$ cat config.mk
export PLATFORM = sky130hd
export DESIGN_NAME = utf8_validating_decoder
export DESIGN_NICKNAME = d
export VERILOG_FILES = /design/src/sv/utf8vd_pkg.sv /design/src/sv/utf8vd_decode.sv /design/src/sv/utf8_validating_decoder.sv
export SDC_FILE = /design/constraint.sdc
export NUM_CORES = 1
export LEC_CHECK = 0
export ABC_AREA = 0
export BUFFER_PORTS_ARGS = -buffer_cell sky130_fd_sc_hd__clkbuf_2
export CORE_MARGIN = 10
export CORE_UTILIZATION = 50
export CTS_CLUSTER_SIZE = 12
export DETAILED_ROUTE_END_ITERATION = 8
export GPL_ROUTABILITY_DRIVEN = 0
export MAX_ROUTING_LAYER = met4
export PLACE_DENSITY_LB_ADDON = 0.1
export RECOVER_POWER = 100
export SETUP_SLACK_MARGIN = 0.2
export SLEW_MARGIN = 20
export SYNTH_ARGS = -nofsm -noshare
export SYNTH_HDL_FRONTEND = slang
export SYNTH_SLANG_ARGS = --single-unit
$ cat constraint.sdc
create_clock -name clk -period 5.4 [get_ports clk]
set_input_delay 1.08 -clock clk [delete_from_list [all_inputs] [get_ports clk]]
set_output_delay 1.08 -clock clk [all_outputs]
set_load 0.05 [all_outputs]
$ cat src/sv/utf8vd_pkg.sv
// ----------------------------------------------------------------------------
// utf8vd_pkg: shared types and constants for the UTF-8 validating decoder
// Transaction payloads, decoder state and result status codes.
// ----------------------------------------------------------------------------
package utf8vd_pkg;

	localparam int unsigned CpWidth    = 21;
	localparam int unsigned CountWidth = 16;

	localparam logic [CountWidth-1:0] MaxCodepointsReset = 16'd1024;

	// result status codes
	localparam logic [1:0] ST_CODE   = 2'd0;
	localparam logic [1:0] ST_REJECT = 2'd1;
	localparam logic [1:0] ST_END    = 2'd2;

	typedef struct packed {
		logic [7:0] data_byte;
		logic       end_of_message;
	} in_t;

	typedef struct packed {
		logic [CpWidth-1:0] code_point;
		logic [1:0]         status;
		logic               is_last;
	} out_t;

	typedef struct packed {
		logic [CpWidth-1:0]    accumulator;
		logic [1:0]            bytes_remaining;
		logic [2:0]            sequence_width;
		logic [CountWidth-1:0] decoded_count;
		logic                  rejected_flag;
	} state_t;

endpackage

$ cat src/sv/utf8vd_decode.sv
// ----------------------------------------------------------------------------
// utf8vd_decode: single-byte decode and validation step
// Next message state and optional result for one byte, given current state.
// ----------------------------------------------------------------------------
module utf8vd_decode import utf8vd_pkg::*; (
	input  state_t                state,
	input  in_t                   item,
	input  logic [CountWidth-1:0] max_codepoints,
	output state_t                state_next,
	output logic                  has_result,
	output out_t                  result
);

	function automatic logic cp_is_bad(input logic [CpWidth-1:0] cp, input logic [2:0] width);
		logic overlong;
		logic surrogate;
		logic nonchar;
		logic control;
		logic too_big;
		overlong  = (width == 3'd2 && cp < 21'h80) ||
		            (width == 3'd3 && cp < 21'h800) ||
		            (width == 3'd4 && cp < 21'h10000);
		surrogate = cp inside {[21'hD800:21'hDFFF]};
		too_big   = cp > 21'h10FFFF;
		nonchar   = cp inside {[21'hFDD0:21'hFDEF]} || (cp[15:1] == 15'h7FFF);
		control   = (cp < 21'h20 && cp != 21'h0A) || cp inside {[21'h7F:21'h9F]};
		return overlong || surrogate || too_big || nonchar || control;
	endfunction

	logic [7:0]            b;
	logic                  last;
	logic                  bad_byte;
	logic [CpWidth-1:0]    acc_new;
	logic [1:0]            rem_new;
	logic [2:0]            width_new;
	logic [CountWidth:0]   count_inc;
	logic                  reject;

	assign b    = item.data_byte;
	assign last = item.end_of_message;
	assign count_inc = {1'b0, state.decoded_count} + 1'b1;

	// byte classification and accumulation
	always_comb begin
		bad_byte  = 1'b0;
		acc_new   = state.accumulator;
		rem_new   = state.bytes_remaining;
		width_new = state.sequence_width;
		if (state.bytes_remaining == 2'd0) begin
			if (b inside {[8'h00:8'h7F]}) begin
				acc_new   = {13'd0, b};
				width_new = 3'd1;
			end else if (b inside {[8'hC2:8'hDF]}) begin
				acc_new   = {16'd0, b[4:0]};
				width_new = 3'd2;
				rem_new   = 2'd1;
			end else if (b inside {[8'hE0:8'hEF]}) begin
				acc_new   = {17'd0, b[3:0]};
				width_new = 3'd3;
				rem_new   = 2'd2;
			end else if (b inside {[8'hF0:8'hF4]}) begin
				acc_new   = {18'd0, b[2:0]};
				width_new = 3'd4;
				rem_new   = 2'd3;
			end else begin
				bad_byte = 1'b1;
			end
		end else begin
			if (b[7:6] != 2'b10) begin
				bad_byte = 1'b1;
			end else begin
				acc_new = {state.accumulator[CpWidth-7:0], b[5:0]};
				rem_new = state.bytes_remaining - 2'd1;
			end
		end
	end

	always_comb begin
		state_next = state;
		has_result = 1'b0;
		result     = '{code_point: '0, status: ST_CODE, is_last: last};
		reject     = 1'b0;

		if (state.rejected_flag) begin
			// dropping bytes until the end of the message
			if (last) begin
				state_next = '0;
				has_result = 1'b1;
				result     = '{code_point: '0, status: ST_END, is_last: 1'b1};
			end
		end else if (bad_byte) begin
			reject = 1'b1;
		end else if (rem_new != 2'd0) begin
			if (last) begin
				reject = 1'b1;
			end else begin
				state_next.accumulator     = acc_new;
				state_next.bytes_remaining = rem_new;
				state_next.sequence_width  = width_new;
			end
		end else if (cp_is_bad(acc_new, width_new) ||
		             count_inc > {1'b0, max_codepoints}) begin
			reject = 1'b1;
		end else begin
			has_result = 1'b1;
			result     = '{code_point: acc_new, status: ST_CODE, is_last: last};
			if (last) begin
				state_next = '0;
			end else begin
				state_next.accumulator     = '0;
				state_next.bytes_remaining = 2'd0;
				state_next.sequence_width  = 3'd0;
				state_next.decoded_count   = count_inc[CountWidth-1:0];
			end
		end

		if (reject) begin
			has_result = 1'b1;
			result     = '{code_point: '0, status: ST_REJECT, is_last: last};
			if (last) begin
				state_next = '0;
			end else begin
				state_next.accumulator     = '0;
				state_next.bytes_remaining = 2'd0;
				state_next.sequence_width  = 3'd0;
				state_next.rejected_flag   = 1'b1;
			end
		end
	end

endmodule

$ cat src/sv/utf8_validating_decoder.sv
// ----------------------------------------------------------------------------
// utf8_validating_decoder: strict UTF-8 decoder with message-level validation
// Decodes a byte stream into code points and rejects malformed messages.
// ----------------------------------------------------------------------------
// Path: a byte is taken into the input register, decoded combinationally,
//   and its result is written into the output register that drives out_valid.
// Throughput: one byte per cycle; the input register stalls only when it
//   holds a byte that produces a result while the output register is full
//   and stalled.
// Reset: arst_n clears all message state, both valid bits and sets
//   max_codepoints to 1024.
module utf8_validating_decoder import utf8vd_pkg::*; (
	input  logic                  clk,
	input  logic                  arst_n,
	// input channel
	input  logic                  in_valid,
	output logic                  in_stall,
	input  in_t                   in_data,
	// output channel
	output logic                  out_valid,
	input  logic                  out_stall,
	output out_t                  out_data,
	// configuration
	input  logic                  cfg_wr_en,
	input  logic [CountWidth-1:0] cfg_wr_data
);

	// input register stage
	logic   valid_s1;
	in_t    item_s1;

	// message state and limit register
	state_t                state_q;
	state_t                state_next;
	logic [CountWidth-1:0] max_codepoints_q;

	// result register
	logic   out_valid_q;
	out_t   out_q;

	// decode outputs
	logic   has_result;
	out_t   result;

	logic   out_free;
	logic   advance_s1;
	logic   in_fire;

	utf8vd_decode u_decode (
		.state          (state_q),
		.item           (item_s1),
		.max_codepoints (max_codepoints_q),
		.state_next     (state_next),
		.has_result     (has_result),
		.result         (result)
	);

	// The output register is free when empty or being drained this cycle.
	// A byte that makes no result (mid-sequence or dropped) moves on even
	// while the output transaction is stalled.
	assign out_free   = !out_valid_q || !out_stall;
	assign advance_s1 = valid_s1 && (out_free || !has_result);
	assign in_stall   = valid_s1 && !advance_s1;
	assign in_fire    = in_valid && !in_stall;

	always_ff @(posedge clk or negedge arst_n) begin
		if (!arst_n) begin
			valid_s1 <= 1'b0;
		end else if (!in_stall) begin
			valid_s1 <= in_valid;
		end
	end

	always_ff @(posedge clk) begin
		if (in_fire) begin
			item_s1 <= in_data;
		end
	end

	// State only moves when the byte in the input register is consumed.
	always_ff @(posedge clk or negedge arst_n) begin
		if (!arst_n) begin
			state_q <= '0;
		end else if (advance_s1) begin
			state_q <= state_next;
		end
	end

	always_ff @(posedge clk or negedge arst_n) begin
		if (!arst_n) begin
			max_codepoints_q <= MaxCodepointsReset;
		end else if (cfg_wr_en) begin
			max_codepoints_q <= cfg_wr_data;
		end
	end

	always_ff @(posedge clk or negedge arst_n) begin
		if (!arst_n) begin
			out_valid_q <= 1'b0;
		end else if (advance_s1 && has_result) begin
			out_valid_q <= 1'b1;
		end else if (!out_stall) begin
			out_valid_q <= 1'b0;
		end
	end

	always_ff @(posedge clk) begin
		if (advance_s1 && has_result) begin
			out_q <= result;
		end
	end

	assign out_valid = out_valid_q;
	assign out_data  = out_q;

	// Non-code results never carry a code point.
	assert property (@(posedge clk) disable iff (!arst_n)
		out_valid_q && out_q.status != ST_CODE |-> out_q.code_point == '0)
		else $error("non-code result carries a code point");

	// A rejected message holds no partial sequence.
	assert property (@(posedge clk) disable iff (!arst_n)
		state_q.rejected_flag |-> state_q.bytes_remaining == 2'd0 &&
		                          state_q.accumulator == '0)
		else $error("partial sequence kept after rejection");

	// Any result caused by a final byte leaves the message state clear.
	assert property (@(posedge clk) disable iff (!arst_n)
		advance_s1 && item_s1.end_of_message |=> state_q == '0)
		else $error("message state not cleared after final byte");

	// An end marker is only produced for a message already rejected.
	assert property (@(posedge clk) disable iff (!arst_n)
		advance_s1 && has_result && result.status == ST_END |->
		state_q.rejected_flag)
		else $error("end marker without earlier rejection");

endmodule
* Word level (Yosys, flattened, before mapping)
Cells that the tools add are included.
** Word-level totals
- Logic and storage cells :: 132
- Output and inout bits :: 26
- Input port bits :: 30
- Register bits :: 94
** Cells by class
- Reduce and logical (&&, ||, !) cells :: 34
- $lt $le $gt $ge :: 20
- Equal/unequal tests :: 11
- Muxes and demuxes :: 52
- Add/sub/neg operators :: 2
** Operator list (number)
- $mux 43 :: 5
- $mux 21 :: 6
- $mux 24 :: 4
- $mux 26 :: 2
- $ge 21x16->1 const B :: 2
- $le 21x16->1 const B :: 2
- $mux 16 :: 2
- $ge 8x8->1 const B :: 3
- $le 8x8->1 const B :: 3
- $ge 21x7->1 const B :: 1
- $gt 21x21->1 const B :: 1
- $le 21x8->1 const B :: 1
- $lt 21x12->1 const B :: 1
- $lt 21x17->1 const B :: 1
- $lt 21x6->1 const B :: 1
- $lt 21x8->1 const B :: 1
- $ne 21x4->1 const B :: 1
- $mux 1 :: 20
- $mux 3 :: 6
- $add 16x1->17 const B :: 1
- $gt 17x16->1 :: 1
- $mux 17 :: 1
- $eq 15x15->1 const B :: 1
- $logic_and 1x1->1 :: 15
- 17 further kinds :: 37

* Logic depth before layout (Yosys ltp)
Gate-level depths: netlist of the first run.
- Depth after elaboration :: 28
- Mapped depth :: 18
- Gate-level depth less buffers :: 17

* By module
Synthesis of the first run repeated with hierarchy kept, for this count alone.
** Unflattened totals
- Cells, all modules :: 799
- Area total of the unflattened synthesis :: 7145.6 um2
** By module, submodules not included
- utf8_validating_decoder :: instances 1, seq. area each 2518.7 um2, area each 4152.7 um2, cells each 323
- utf8vd_decode :: instances 1, seq. area each 0.0 um2, area each 2992.9 um2, cells each 476

* Least setup slack after synthesis of the first run
No wires, ideal clock.
- Path kind :: register -> register
- From :: register state_q[1] (netlist bit)
- To :: register state_q[1] (netlist bit)
- Path buffers :: 1
- Path slack :: 1.471 ns
- Arrival time :: 3.828 ns
- Period minus slack after synthesis :: 3.929 ns
- Cell stages (with the launch flop) :: 18
- Data required time :: 5.299 ns
- Library setup time :: 0.101 ns
- Path through :: dfrtp_1 -> nand3_1 -> or2_2 -> nor2_1 -> nand3_1 -> or2_2 -> nor2_1 -> nand3_1 -> xnor2_1 -> ha_1 -> nand3_1 -> nor2_1 -> a32oi_1 -> nor4_4 -> nand4_2 -> or2_0 -> buf_2 -> o311ai_2
** Between the ends
- Word-level cells in the longest chain between the ends :: 11
- Elaborated cells on any way between the ends :: 23
- Those cells by class :: add/sub: 1; order compare: 1; mux: 17; reduce/logical: 4
** RTL lines
- start: declaration :: line utf8_validating_decoder.sv:33 : state_t state_q;
- start signal: assignment :: line utf8_validating_decoder.sv:85 : state_q <= state_next;
- $add 16x1->17 :: line utf8vd_decode.sv:41 : assign count_inc = {1'b0, state.decoded_count} + 1'b1;
- $gt 17x16->1 :: line utf8vd_decode.sv:102 : count_inc > {1'b0, max_codepoints}) begin
- $logic_or 1x1->1 :: line utf8vd_decode.sv:101 : end else if (cp_is_bad(acc_new, width_new) ||
- $mux 1 :: line utf8vd_decode.sv:101
- $mux 1 :: line utf8vd_decode.sv:93 : end else if (rem_new != 2'd0) begin
- $mux 1 :: line utf8vd_decode.sv:91 : end else if (bad_byte) begin
- $mux 1 :: line utf8vd_decode.sv:84 : if (state.rejected_flag) begin
- $mux 1 :: line utf8vd_decode.sv:117 : if (reject) begin
- $logic_not 1->1 :: line utf8_validating_decoder.sv:62 : assign advance_s1 = valid_s1 && (out_free || !has_result);
- $logic_or 1x1->1 :: line utf8_validating_decoder.sv:62
- $logic_and 1x1->1 :: line utf8_validating_decoder.sv:62
Parallel ways exist; a longest one is shown, timed or not. The select of a mux whose other input is x is not followed.
A chain may end at the register's enable or synchronous reset.

* Worst setup path in the final report of the first run
- From :: register state_q[20] (netlist bit)
- To :: output in_stall
** Between the ends
- Word-level cells in the longest chain between the ends :: 21
- Elaborated cells on any way between the ends :: 58
- Those cells by class :: add/sub: 1; order compare: 11; eq/ne: 5; mux: 18; reduce/logical: 23
** RTL lines
- $logic_not 2->1 :: line utf8vd_decode.sv:49 : if (state.bytes_remaining == 2'd0) begin
- $mux 21 or $mux 3 (tied branches) :: line utf8vd_decode.sv:49
- $lt 21x8->1, or another cell as far along :: line utf8vd_decode.sv:20 : overlong = (width == 3'd2 && cp < 21'h80) ||
- $logic_and 1x1->1 (on tied branches) :: line utf8vd_decode.sv:20, utf8vd_decode.sv:21
- $logic_or 1x1->1 :: line utf8vd_decode.sv:20
- $logic_or 1x1->1 :: line utf8vd_decode.sv:21 : (width == 3'd3 && cp < 21'h800) ||
- $logic_or 1x1->1 (4 in series) :: line utf8vd_decode.sv:27 : return overlong || surrogate || too_big || nonchar || control;
- $logic_or 1x1->1 :: line utf8vd_decode.sv:101
- [2 not listed]
- $mux 1 :: line utf8vd_decode.sv:91
- $mux 1 :: line utf8vd_decode.sv:84
- $mux 1 * :: line utf8vd_decode.sv:117
- $logic_not 1->1 * :: line utf8_validating_decoder.sv:62
- $logic_or 1x1->1 * :: line utf8_validating_decoder.sv:62
- $logic_and 1x1->1 * :: line utf8_validating_decoder.sv:62
- $logic_not 1->1 * :: line utf8_validating_decoder.sv:63 : assign in_stall = valid_s1 && !advance_s1;
- $logic_and 1x1->1 * :: line utf8_validating_decoder.sv:63
- end: declaration :: line utf8_validating_decoder.sv:17 : output logic in_stall,
Mark *: on every way between the ends. The rest lies on a longest branch, timed or not.

==> impl_metrics.toml, run 1 <==
[run_status]
outcome = "finished, violations left"
violations = "max-capacitance violations, max-slew violations"

[sta]
final-hold-violation-count = 0
worst_pin_slew_ps = 3516
setup_slack_ps = 559.2
fmaxAchievable_mhz = 206.6
finalCritPeriodShare_pct = 89.64
tns_ps = 0
setup_viol = 0
rsz0062_at_grt = "false"
slew_viol_final = 101
slew_headroom_pct = -134.4
min_period_ps = 4841
finClkSkew_ps = 8.598

[synthesis]
yosysUniqueCellTypes = 79
synth_edf_count = 33
ys_ff_latch = 94
synth_flop_cell = "dfrtp_1"
syn_inst = 629
synth_area_leader_cell = "dfrtp_1"
synth.top_cell.area_share_pct = 25.94
ys_async_sr_fraction_pct = 64.89
synth-seq-area-share_pct = 43.51
synth.avg_cell_area_sq_um = 9.202
syn-num-nets = 677
synthTopCellsByArea = "dfrtp_1 (26%), edfxtp_1 (17%), nand2_1 (6.4%)"
synthesis.area_sq_mm = 0.005788
synth_warnings = 0

[die]
die_area_sq_mm = 0.01628
num_rows = 39
dieWidth_microns = 127.6
fp.dieH_microns = 127.6
start_util_pct = 50.91
pin_count = 56
core_sq_mm = 0.01137

[worst_setup_path]
setup.worst_path.class = "reg2out"
worst-path-max-fanout = 19
cp.required_ps = 4320
critPathLaunchType = "flop"
crit_arrival_ps = 3760
endpoint_kind = "output port"

[clock_network]
cts_tree = "built"
clock-root-buffer = "clkbuf_16"
htreeDepth = 3
clkSlewWorstSetupHoldPaths_ps = 70
ctsResizeCount = 0
cts_sinks = 94
cts_buffer_depth = 2
clock_latency_ps = 360
cts_setup_buffers = 0
ctsHoldBuffers = 0
numCtsBuffers = 9

[route]
wl_per_cell_microns = 18.28
drtIter0Drc = 425
wl_microns = 14900
via_per_inst = 6.047
route.detailed.drc = 0
vias = 4928
dr.pass1.iters = 5
ant_nets = 0

[placed_design]
place_hpwl_microns = 10490
postPlaceCellArea_sq_mm = 0.006157
io_buffers = 55
post-place-cells = 799
place_ws_ps = 560.0

[power_and_ir_drop]
power.total_mw = 2.462
clockPowerShare_pct = 27.4
power_density_mw_per_mm2 = 384.1
p_seq_share_pct = 39.2
ir_worst_vdd_mv = 0.1966
leakagePower_nw = 2.528
p_sw_mw = 0.9663
p_int_mw = 1.496
switching_share_pct = 39.25
pwr-share-comb_pct = 33.4

[cells_and_area]
layout.nets = 715
fillers = 1089
postLayoutCellArea_sq_mm = 0.006409
diodes = 0
instances_no_fill = 815
drive_gt1_share_pct = 11.46
areaGrowthSynthToFinish_pct = 10.72

[global_routing]
grt_use_total_pct = 19.27
antenna_found_initial = 0
grt_pass1_wl_microns = 24930
grt_max_degree = 62
grt_pass1_vias = 4943
grt-ovfl-total = 0

[job]
max_cap_violations = 2

[hold_path]
min_path_type = "reg2reg"
==> metrics by stage <==
step | util (%) | hold WS [ps]
6_report | 56.37 | 489.8
5_1_grt | 56.37 | 522.4
4_1_cts | 56.89 | 494.3
3_5_place_dp | 54.15 | 478.9
3_3_place_gp | 54.15 | 462.1
2_1_floorplan | - | 424.4
==> Yosys cell counts (3+ instances only) <==
cell type and instances:
a21boi_0 3, a21o_1 6, a21oi_1 26, a221oi_1 6
a22o_1 5, a22oi_1 5, a2bb2oi_1 4, a31oi_1 3
a32oi_1 3, and2_1 7, and3_1 7, buf_2 10
buf_4 3, clkbuf_1 23, dfrtp_1 60, edfxtp_1 33
ha_1 18, inv_1 27, mux2i_1 6, nand2_1 98
nand2b_1 7, nand3_1 15, nand3b_1 5, nand4_1 8
nor2_1 40, nor2b_1 19, nor3_1 10, o211ai_1 3
o21a_1 3, o21ai_0 53, o21ai_1 6, o311ai_2 3
o31a_1 7, o31ai_1 15, o41ai_1 5, o41ai_2 3
or2_2 6, or3_1 6, or4_1 4, xnor2_1 9
xor2_1 5
==> layout by cell type (no fill, tap or decap), types with 6 or more instances in the layout <==
cell type | Yosys | final
and2_1 | 7 | 6
a221oi_1 | 6 | 6
nand4_1 | 8 | 8
clkbuf_1 | 23 | 30
nor2_1 | 40 | 40
o31ai_1 | 15 | 15
buf_4 | 3 | 7
clkbuf_2 | 0 | 29
dfrtp_1 | 60 | 60
nand2b_1 | 7 | 7
a21o_1 | 6 | 6
o41ai_1 | 5 | 7
a21oi_1 | 26 | 26
or2_2 | 6 | 6
inv_1 | 27 | 27
ha_1 | 18 | 18
o31a_1 | 7 | 7
o21ai_0 | 53 | 57
and3_1 | 7 | 7
or3_1 | 6 | 6
edfxtp_1 | 33 | 33
nand3_1 | 15 | 15
nand2_1 | 98 | 98
nor3_1 | 10 | 10
nor2b_1 | 19 | 19
xnor2_1 | 9 | 9
clkbuf_16 | 0 | 10
mux2i_1 | 6 | 6
==> power by group through the flow <==
stage	sequential, mW	clock (mW)	combinational (mW)
after floorplan	1.10	0	0.482
after global placement	0.973	0	0.818
after detailed placement	0.978	0	0.840
after CTS	0.965	0.686	0.843
after global routing	0.984	0.710	0.906
final	0.965	0.674	0.823
==> critical path, cell delays in order (launching register included) <==
cell and delay, ps:
dfrtp_1 370, inv_1 80, ha_1 440, nor3b_4 820, nor2_1 90, a32o_1 280, o311ai_0 550, o2111ai_1 230
nor2_1 230, clkbuf_2 310
==> logic make-up (layout without fill, tap and decap cells) <==
| logic type | after synthesis | count (layout) | synth area share (%) |
|---|---|---|---|
| simple gates | 245 | 245 | 21.25 |
| compound gates | 184 | 184 | 22.91 |
| mux | 9 | 9 | 1.686 |
| xor+xnor | 14 | 14 | 2.119 |
| fa+ha+maj | 18 | 18 | 3.891 |
| flops | 94 | 94 | 43.51 |
| buf+inv | 65 | 108 | 4.626 |
==> state kept, by name, indices dropped and copies added (netlist names) <==
name	cells
valid_s1	1
state_q	43
item_s1	9
out_valid	1
out_data	24
max_codepoints_q	16
==> worst paths after layout <==
kind	endpoint	slack (ps)	cells past startpoint	start
worst max-delay path	in_stall	560	9	state_q[20]
worst min-delay path	state_q[21]	490	2	state_q[21]
worst max register to register	state_q[9]	600	16	state_q[1]
worst min register to register	state_q[21]	490	2	state_q[21]
max in group asynchronous	valid_s1	1410	2	arst_n
min in group asynchronous	state_q[28]	2020	2	arst_n
==> per-layer routing <==
metal	share of wire, %	global-route usage [%]	wire length [microns]
met5	0	-	0
met4	2.4	8.013	354
met3	5.0	3.309	748
met2	49	30.95	7299
met1	44	23.59	6492
==> final cells by class <==
cell class                      instances  area (sq um)  share of cell area [%]
Clock inverter                          5         57.56                  0.8981
Sequential cell                        94          2519                   39.30
Clock buffer                           11         254.0                   3.963
Timing Repair Buffer                   65         306.5                   4.783
Multi-Input combinational cell        470          2992                   46.68
Tap cell                              143         178.9                   2.792
Inverter                               27         101.3                   1.581
Note: power is estimated with default switching activity, not from simulation.
==> inputs of run 2 (changes only) <==
- ABC_AREA: 0 -> 1
==> run 2 against run 1 <==
  * The run still ends with max-capacitance violations, max-slew violations left
  * Non-clock buffer count rose by 11
  * Largest power group is now combinational logic
  * Clock power fell by 8.6%
  * Sequential power rose by 0.6%
  * Critical path depth rose by 16
  * Sequential share of layout area fell by 2.7 points
  * Critical endpoint unchanged
  * First-iteration DRC count rose by 20%
  * Hold slack got worse by 22 ps
  * Count of clock-buffer cells in the layout fell by 1
  * Design area rose by 7.4%
  * Combinational power rose by 70%
==> impl_metrics.toml, run 2 <==
[die]
dieWidth_microns = 130.1
num_rows = 40
core_sq_mm = 0.01196
pin_count = 56
start_util_pct = 50.70
fp.dieH_microns = 130.1
die_area_sq_mm = 0.01693

[synthesis]
ys_ff_latch = 94
ys_async_sr_fraction_pct = 64.89
synth.top_cell.area_share_pct = 24.76
yosysUniqueCellTypes = 38
syn-num-nets = 896
synth_area_leader_cell = "dfrtp_1"
synthTopCellsByArea = "dfrtp_1 (25%), nand2_1 (17%), edfxtp_1 (16%)"
synth_flop_cell = "dfrtp_1"
synth.avg_cell_area_sq_um = 7.152
synth_warnings = 0
synth_common_cells = "nand2_1 (275), nor2_1 (105), inv_1 (95), dfrtp_1 (60), nand3_1 (56)"
synth_edf_count = 33
synth.most_common_cell = "nand2_1"
syn_inst = 848
synthesis.area_sq_mm = 0.006065
synth-seq-area-share_pct = 41.53

[power_and_ir_drop]
ir_worst_vdd_mv = 0.3516
leakagePower_nw = 3.447
power_density_mw_per_mm2 = 434.4
power.total_mw = 2.991

[sta]
fin_hold_ws_ps = 467.6
slew_headroom_pct = -124.2
worst_pin_slew_ps = 3362
min_period_ps = 5221
fmaxAchievable_mhz = 191.5
finalCritPeriodShare_pct = 96.68
setup_slack_ps = 179.3
slew_viol_final = 62
final-hold-violation-count = 0
setup_viol = 0
rsz0062_at_grt = "true"
finClkSkew_ps = 6.669
tns_ps = 0

[hold_path]
hold_end = "state_q[19]"
holdPathStages = 2
min-delay-start = "state_q[19]"
min_path_type = "reg2reg"

[clock_network]
clock_latency_ps = 360
clkSlewWorstSetupHoldPaths_ps = 70
htreeDepth = 3
numCtsBuffers = 9
cts_tree = "built"
cts_sinks = 94
ctsHoldBuffers = 0
clock-root-buffer = "clkbuf_16"
cts_buffer_depth = 2

[placed_design]
post-place-cells = 1022
postPlaceCellArea_sq_mm = 0.006387
place_hpwl_microns = 11690
place_ws_ps = 307.8
io_buffers = 55

[route]
drtIter0Drc = 511
dr.pass1.iters = 5
route.detailed.drc = 0
vias = 5715
ant_nets = 0
via_per_inst = 5.433
wl_microns = 16460
wl_per_cell_microns = 15.64

[cells_and_area]
final_common_cell = "nand2_1"
layout.nets = 948
final_cell_mix = "nand2_1 (269), nor2_1 (100), inv_1 (93)"
drive_gt1_share_pct = 13.48
instances_no_fill = 1052
postLayoutCellArea_sq_mm = 0.006885
diodes = 0
fin_util_pct = 57.56
top_register = "state_q"
largest_reg_flops = 43
areaGrowthSynthToFinish_pct = 13.53

[worst_setup_path]
crit_arrival_ps = 4140
critPathLaunchType = "flop"
setup.worst_path.class = "reg2out"
worst_r2r_endpoint = "item_s1[7]"
endpoint_kind = "output port"
slowest_delay_ps = 410
rrSetupSlack_ps = 570
slowest_stage = "dfrtp_1"
worst-path-max-fanout = 4
r2r-start = "state_q[2]"
cp_common_cell = "nand2_4"
cp.required_ps = 4320
r2r_cells = 27

[global_routing]
grt_pass1_wl_microns = 26990
grt-ovfl-total = 0
grt_pass1_vias = 5528
grt_use_total_pct = 20.60
antenna_found_initial = 0
grt_max_degree = 62

[run_status]
violations = "max-capacitance violations, max-slew violations"
outcome = "finished, violations left"

[job]
max_cap_violations = 1
==> run 2: where the power goes <==
group	internal, mW	switching, mW	total (mW)
Clock	0.326	0.290	0.616
Combinational	0.314	1.09	1.40
Sequential	0.906	0.0645	0.971
Total	1.55	1.44	2.99
==> run 2: timing repair <==
action | CTS | global route
resized for setup | 9 | 26
buffers inserted | 5 | 9
pin swaps | 1 | 20
setup endpoints to repair | 1 | 13
==> run 2: critical path, delay by kind of cell, from the launching register on <==
| family | cells | cell delay [ps] |
|---|---|---|
| xor+xnor | 1 | 160 |
| compound gates | 1 | 160 |
| simple gates | 18 | 2240 |
| flops | 1 | 410 |
| buf+inv | 3 | 290 |
| fa+ha+maj | 2 | 500 |
==> run 2: metal layers <==
layer  GRT usage (%)  vias to the layer above  routed length (microns)
li1                -                     2830                        -
met2           34.34                      168                     8202
met5               -                        -                        0
met4           12.17                        0                      822
met3           3.408                       58                      647
met1           22.89                     2659                     6783
==> run 2: kinds of logic (layout without fill, tap and decap cells) <==
family | Yosys count | after routing | share of synthesized area [%]
buf+inv | 134 | 191 | 9.490
flops | 94 | 94 | 41.53
simple gates | 515 | 515 | 36.95
mux | 1 | 1 | 0.1857
xor+xnor | 9 | 9 | 1.300
compound gates | 77 | 77 | 6.829
fa+ha+maj | 18 | 18 | 3.714
==> run 2: cell type report <==
| class | instances | area (sq um) |
|---|---|---|
| clock buffer | 10 | 239.0 |
| clock inverter | 6 | 45.04 |
| fill | 1164 | 5076 |
| inverter | 99 | 371.6 |
| multi-input combinational | 620 | 3117 |
| sequential | 94 | 2520 |
| tap | 147 | 183.9 |
| timing repair buffer | 76 | 409.1 |
==> run 2: worst max-delay path by stage <==
stage / start / end / slack, ps / cells after the start
2_1_floorplan: state_q[1] / in_stall / 270 / 26
3_3_place_gp: state_q[1] / in_stall / 460 / 26
3_5_place_dp: state_q[1] / in_stall / 310 / 26
4_1_cts: state_q[2] / in_stall / 230 / 26
5_1_grt: state_q[1] / in_stall / -40 / 25
6_report: state_q[2] / in_stall / 180 / 25
==> inputs of run 3 (changes only) <==
- RECOVER_POWER: 100 -> unset
==> run 3 against run 2 <==
  * The run now ends clean
  * Clock skew increased by 0.83 ps
  * Combinational power about the same
  * Hold slack is essentially flat
  * Register-to-register slack is essentially flat
  * Final cell count is the same
  * Worst setup slack worse by 2.7 ps
  * First-iteration DRC count is 16% higher
  * Power up 0.74%
  * Die area is the same
  * Fmax about the same
  * Critical endpoint unchanged
  * Largest power group unchanged
==> impl_metrics.toml, run 3 (same netlist as run 2, synthesis figures left out) <==
[worst_setup_path]
startpoint = "state_q[2]"
r2r-start = "state_q[2]"
cp_common_cell = "nand2_4"
worst-path-max-fanout = 4
cp-endpoint = "in_stall"
critPathLaunchType = "flop"
crit_cells = 25
cp.required_ps = 4320
slowest_delay_ps = 410
worst_r2r_endpoint = "item_s1[7]"
crit_arrival_ps = 4140
worst-path-buf-inv = 3
slowest_stage = "dfrtp_1"
setup.worst_path.class = "reg2out"
r2r_cells = 27
critPathTopFamily = "simple AND/OR/NAND/NOR gates"
rrSetupSlack_ps = 570
endpoint_kind = "output port"

[route]
ant_nets = 0
dr.pass1.iters = 7
drtIter0Drc = 591
wl_per_cell_microns = 15.63
via_per_inst = 5.417
vias = 5699
route.detailed.drc = 0
wl_microns = 16440

[sta]
final-hold-violation-count = 0
min_period_ps = 5223
worst_pin_slew_ps = 928.3
rsz0062_at_grt = "true"
tns_ps = 0
fmaxAchievable_mhz = 191.4
slew_viol_final = 0
slew_headroom_pct = 37.96
finClkSkew_ps = 7.498
setup_viol = 0
finalCritPeriodShare_pct = 96.73

[global_routing]
grt_use_total_pct = 20.60
grt_pass1_vias = 5528
grt_max_degree = 62
grt_pass1_wl_microns = 26990
grt-ovfl-total = 0
antenna_found_initial = 0

[die]
die_area_sq_mm = 0.01693
fp.dieH_microns = 130.1
pin_count = 56
dieWidth_microns = 130.1
start_util_pct = 50.70
num_rows = 40
core_sq_mm = 0.01196

[clock_network]
cts_tree = "built"
cts_sinks = 94
clock-root-buffer = "clkbuf_16"
numCtsBuffers = 9
ctsHoldBuffers = 0
clkSlewWorstSetupHoldPaths_ps = 70
htreeDepth = 3
cts_buffer_depth = 2
clock_latency_ps = 360

[cells_and_area]
drive_gt1_share_pct = 16.46
top_register = "state_q"
layout.nets = 948
final_common_cell = "nand2_1"
fin_util_pct = 57.89
diodes = 0
largest_reg_flops = 43
areaGrowthSynthToFinish_pct = 14.17
final_cell_mix = "nand2_1 (269), nor2_1 (100), inv_1 (93)"

[run_status]
outcome = "completed"

[placed_design]
place_hpwl_microns = 11690
io_buffers = 55

[hold_path]
min_path_type = "reg2reg"

[job]
max_cap_violations = 0

[power_and_ir_drop]
ir_worst_vdd_mv = 0.3448
power_density_mw_per_mm2 = 435.1
leakagePower_nw = 3.531
==> run 3: where the power goes <==
part / total (mW) / switching, mW / leakage [nW] / internal (mW)
Clock: 0.615 / 0.289 / 0.126 / 0.326
Sequential: 0.969 / 0.0642 / 1.13 / 0.905
Combinational: 1.43 / 1.09 / 2.27 / 0.337
==> run 3: repair_timing <==
action / CTS / global route
pin swaps: 1 / 20
buffers inserted: 5 / 9
resized for setup: 9 / 26
endpoints found under the setup margin: 1 / 13
==> run 3: how the worst min path moves through the flow <==
stage	from	end	cells past startpoint
after detailed placement	state_q[19]	state_q[19]	2
after global routing	state_q[22]	state_q[22]	2
after CTS	state_q[19]	state_q[19]	2
after global placement	state_q[19]	state_q[19]	2
final	state_q[19]	state_q[19]	2
after floorplan	item_s1[0]	out_data[0]	0
==> run 3: layout make-up <==
type	count	area, sq um
Sequential cell	94	2520
Tap cell	147	183.9
Inverter	99	371.6
Multi-Input combinational cell	620	3117
Timing Repair Buffer	76	447.9
Clock buffer	10	239.0
Clock inverter	6	45.04
Fill cell	1147	5037
==> run 3: metrics by stage <==
stage          cell area [sq um]  setup slack [ps]  power (mW)  cells  hold slack (ps)
3_3_place_gp                6387             464.4       2.299   1022            454.6
4_1_cts                     6746             230.0       2.953   1043            469.3
2_1_floorplan               6065             273.1       2.015    848            424.4
3_5_place_dp                6387             307.8       2.325   1022            453.0
6_report                    6924             176.6       3.013   1052            467.4
5_1_grt                     6924            -39.41       3.204   1052            491.1
==> run 3: per-layer routing <==
layer | global-route usage [%] | routed length, microns
met2 | 34.34 | 8179
met4 | 12.17 | 825
met3 | 3.408 | 668
met1 | 22.89 | 6765
met5 | - | 0
==> run 3: worst min-delay path, cell delays in order (launching register included) <==
cell and delay [ps]:
dfrtp_1 340, nand2_1 50, nand2_1 50
